## config.mk

```make
export PLATFORM = sky130hd
export DESIGN_NAME = orfp_ctrl
export DESIGN_NICKNAME = d
export VERILOG_FILES = /design/src/sv/orfp_pkg.sv /design/src/sv/orfp_ctrl.sv
export SDC_FILE = /design/constraint.sdc
export NUM_CORES = 1
export LEC_CHECK = 0
export BUFFER_PORTS_ARGS = -buffer_cell sky130_fd_sc_hd__buf_2
export CAP_MARGIN = 20
export CORE_AREA = 2 2 39 41
export DETAILED_ROUTE_END_ITERATION = 8
export DIE_AREA = 0 0 41 43
export PLACE_DENSITY = 0.35
export SKIP_LAST_GASP = 1
export SYNTH_ARGS = -nofsm -noshare
export SYNTH_HDL_FRONTEND = slang
export SYNTH_SLANG_ARGS = --single-unit
```

## constraint.sdc

```tcl
create_clock -name clk -period 1.4 [get_ports clk]
set_clock_uncertainty 0.2 [all_clocks]
set_input_delay 0.35 -clock clk [delete_from_list [all_inputs] [get_ports clk]]
set_output_delay 0.35 -clock clk [all_outputs]
set_load 0.1 [all_outputs]
```

## src/sv/orfp_pkg.sv

```systemverilog
// orfp_pkg: shared constants, request codes and control structs for the
// overwrite ring fifo; no dependencies
package orfp_pkg;

	localparam int DEPTH     = 4096;
	localparam int AW        = $clog2(DEPTH);
	localparam int CW        = AW + 1;
	localparam int MAX_BURST = 64;
	localparam int LW        = 7;

	typedef enum logic [1:0] {
		REQ_WRITE = 2'd0,
		REQ_READ  = 2'd1,
		REQ_PEEK  = 2'd2,
		REQ_CLEAR = 2'd3
	} req_type_t;

	typedef struct packed {
		logic accept;
		logic issue;
	} dp_cmd_t;

	typedef struct packed {
		logic accept_ok;
		logic issue_ok;
		logic burst_start;
		logic last_issue;
	} dp_stat_t;

	typedef struct packed {
		logic [7:0]    data_out;
		logic          has_data;
		logic          is_last;
		logic [CW-1:0] fill_level;
	} rsp_t;

	function automatic logic [AW-1:0] next_slot(logic [AW-1:0] i, logic [CW-1:0] cap);
		logic [CW-1:0] s;
		s = CW'(i) + CW'(1);
		return (s >= cap) ? '0 : s[AW-1:0];
	endfunction

endpackage

```

## src/sv/orfp_ctrl.sv

```systemverilog
// orfp_ctrl: request sequencer; accepts requests and steps byte bursts
// depends on orfp_pkg; commands orfp_dp
module orfp_ctrl (
	input  logic                  clk,
	input  logic                  arst_n,
	input  logic                  in_valid,
	output logic                  in_ready,
	output orfp_pkg::dp_cmd_t     cmd,
	input  orfp_pkg::dp_stat_t    stat
);

	typedef enum logic [1:0] {
		ST_IDLE  = 2'b01,
		ST_BURST = 2'b10
	} state_t;

	state_t state_q;
	state_t state_d;

	always_comb begin
		state_d    = state_q;
		in_ready   = 1'b0;
		cmd.accept = 1'b0;
		cmd.issue  = 1'b0;
		case (state_q)
			ST_IDLE: begin
				in_ready   = stat.accept_ok;
				cmd.accept = in_valid && stat.accept_ok;
				if (cmd.accept && stat.burst_start) begin
					state_d = ST_BURST;
				end
			end
			ST_BURST: begin
				cmd.issue = stat.issue_ok;
				if (cmd.issue && stat.last_issue) begin
					state_d = ST_IDLE;
				end
			end
			default: begin
				state_d = ST_IDLE;
			end
		endcase
	end

	always_ff @(posedge clk or negedge arst_n) begin
		if (!arst_n) begin
			state_q <= ST_IDLE;
		end else begin
			state_q <= state_d;
		end
	end

	assert property (@(posedge clk) disable iff (!arst_n)
		(cmd.accept && stat.burst_start) |=> (state_q == ST_BURST) && !in_ready)
		else $error("burst request did not start a burst");

endmodule

```

==> results by group <==
Run status
  – Status: finished, violations left
  – Failing checks: negative setup slack

STA
  – Final setup violation count: 3
  – Min Clock Period, post-route: ~1.7 ns
  – Tightest Pin Transition: between 0.15 and 0.2 ns
  – Final cycle utilization of the critical path: 1.24
  – Fmax: roughly 0.58 GHz
  – Final worst slack: -0.339 ns
  – Max Slew Vio Count: 0
  – Final Hold Vio Count: 0
  – RSZ-0062 raised after global routing: yes
  – Worst slew margin: 0.876

Die
  – Die Footprint: ~0.0018 mm^2
  – # IOs: 10
  – Chip Width: just over 40 um
  – FP Rows: 14
  – Die height: between 40 and 50 um
  – Starting Density: 0.0759
  – Core Footprint: between 0.001 and 0.0015 mm^2

Yosys
  – Yosys top cell area share: 0.250
  – Mapped Area: ~110 um^2
  – Most common cell in the synthesized netlist: nand2_1
  – Syn. warnings: 0
  – Seq/Total Area, Yosys: 0.488
  – Area leader, netlist: dfstp_2
  – Number of flops mapped to enable cells by yosys: 0
  – Ys async rst share: 1.00
  – Cells after Synth: 10
  – Netlist cell types: 9
  – Top cells by area, synth: dfstp_2 25%, dfrtp_1 24%, and4b_4 13%
  – Synth Register Bits: 2
  – Top FF cell, synth: dfstp_2
  – Average size of a mapped cell: 10.5 um^2
  – Mapped Nets: 17

Cells and area
  – Util after Layout: 0.205
  – Largest regs: state_q (2)
  – Final #Nets: 35
  – Top reg by flops: state_q
  – Max reg flops: 2
  – Area Growth Syn to Fin: 170%
  – Layout cells sized above 1: 0.704
  – Antenna cell count: 0
  – # fillers: between 150 and 200

Critical path
  – Worst-path fanout max: 3
  – Critical path origin: state_q[0]
  – CP startpoint kind: register
  – Required time of the critical path: 0.85 ns
  – Setup crit end: cmd[1]
  – Critical path type: register to primary output
  – Reg2Reg Capture Point: state_q[1]
  – FF-to-FF setup slack: between 0.1 and 0.15 ns
  – Worst EP arrival: between 1 and 1.5 ns
  – Crit. End Element: primary output
  – Worst reg2reg path depth: 3
  – Reg-to-reg startpoint: state_q[0]

GRT
  – Global-route wire length before repair: between 500 and 600 um
  – GRT Resource Usage Total: 0.0583
  – Remaining Overflow, GRT: 0
  – Largest net degree at the start of global routing: 4
  – Number of global-route vias before repair: ~150
  – Initial antenna violation count: 0

Pwr
  – Sequential share of power: 0.215
  – Max VDD drop: approximately 0.25 mV
  – Int Pwr: 0.000205 W
  – Leakage power: around 0.13 nW
  – Clock power frac: 0.497
  – PD cells: between 1000 and 1500 mW/mm^2
  – Switching share of power: 0.309
  – P_sw: 0.0000915 W
  – Gate power share: 0.288

Clock tree
  – Clock buffer depth: 2
  – TritonCTS Sinks: 2
  – # resized after CTS: 0
  – CTS tree: yes
  – Skew-Pair Late Insertion Delay: between 0.2 and 0.25 ns
  – Clock slew at reported path FFs: 0.03 ns
  – Cts bufs inserted: 3
  – Htree depth: 1
  – CTS root buf: clkbuf_4

Job
  – Number of max-cap violations: 0

Placement
  – RePlAce Congestion: roughly 0.59
  – Port Buffers: 9
  – Dpl ws: -0.117 ns

Drt
  – DRC viols: 0
  – DRT Wirelength: ~380 um
  – 1st-pass router iterations: 2
  – WL/cell: ~8.8 um
  – Initial drt markers: 1
  – Vias per cell: 3.33
  – Via count: between 100 and 150
  – Post-route antenna net violation count: 0

Worst hold path
  – Min-Delay Path Class: input port to register
## cell families after synthesis
kind of cell       synth area share
and+or+nand+nor               0.357
DFF                           0.488
AOI/OAI and AO/OA             0.155
## per-stage QoR
step / power [W] / setup TNS (ns) / hold slack, ns / std cells / area, um^2
after global placement: 0.000144 / -0.143 / -0.0653 / 37 / 240
after floorplan: 0.000111 / -0.475 / -0.146 / 10 / 115
after detailed placement: 0.000146 / -0.173 / -0.0613 / 37 / 240
final: 0.000296 / -0.866 / 0.108 / 43 / 284
after CTS: 0.000305 / -0.904 / 0.101 / 43 / 284
after global routing: 0.000310 / -0.990 / 0.123 / 43 / 284
## what timing repair did
action / 4_1_cts / 5_1_grt
endpoints found under the hold margin: 2 / 0
buffers inserted: 1 / 0
setup endpoints to repair: 3 / 3
hold buffers: 1 / 0
## power by group through the flow
stage	Combinational (W)	Clock [W]	Sequential, W
2_1_floorplan	0.0000458	0	0.0000648
3_3_place_gp	0.0000795	0	0.0000643
3_5_place_dp	0.0000813	0	0.0000645
4_1_cts	0.0000862	0.000155	0.0000639
5_1_grt	0.0000900	0.000156	0.0000645
6_report	0.0000854	0.000147	0.0000639
## critical path, stage by stage, from the launching register on
cell	delay (ns)
dfstp_2	0.53
and4b_4	0.25
buf_12	0.18
## worst min path at each step
stage	start	to	slack, ns	depth (start not counted)
after detailed placement	arst_n	state_q[1]	-0.06	1
final	stat[1]	state_q[0]	0.11	2
after global routing	stat[1]	state_q[0]	0.12	2
after floorplan	arst_n	state_q[1]	-0.15	0
after CTS	stat[1]	state_q[0]	0.10	2
after global placement	arst_n	state_q[1]	-0.07	1
## final cells by class
cell class / count / area (um^2) / share of cell area
Sequential cell: 2 / 51.3 / 0.181
Multi-Input combinational cell: 8 / 63.8 / 0.225
Clock buffer: 4 / 26.3 / 0.0925
Timing Repair Buffer: 13 / 123 / 0.432
Tap cell: 16 / 20.0 / 0.0705
## cell usage in the layout, fill, tap and decap left out
master / n
buf_2: 6
clkbuf_4: 3
buf_12: 3
buf_4: 3
nand2_1: 2
and4b_4: 1
nor2b_1: 1
and2_4: 1
nor2_4: 1
a22oi_1: 1
a22o_1: 1
clkbuf_1: 1
dlygate4sd3_1: 1
dfstp_2: 1
dfrtp_1: 1
## routing by layer
metal  track usage  wire length (um)
met1        0.0484               135
met3        0.0366                66
met2        0.0656               160
met5             0                 0
met4         0.100                14
Note: power is estimated with default switching activity, not from simulation.
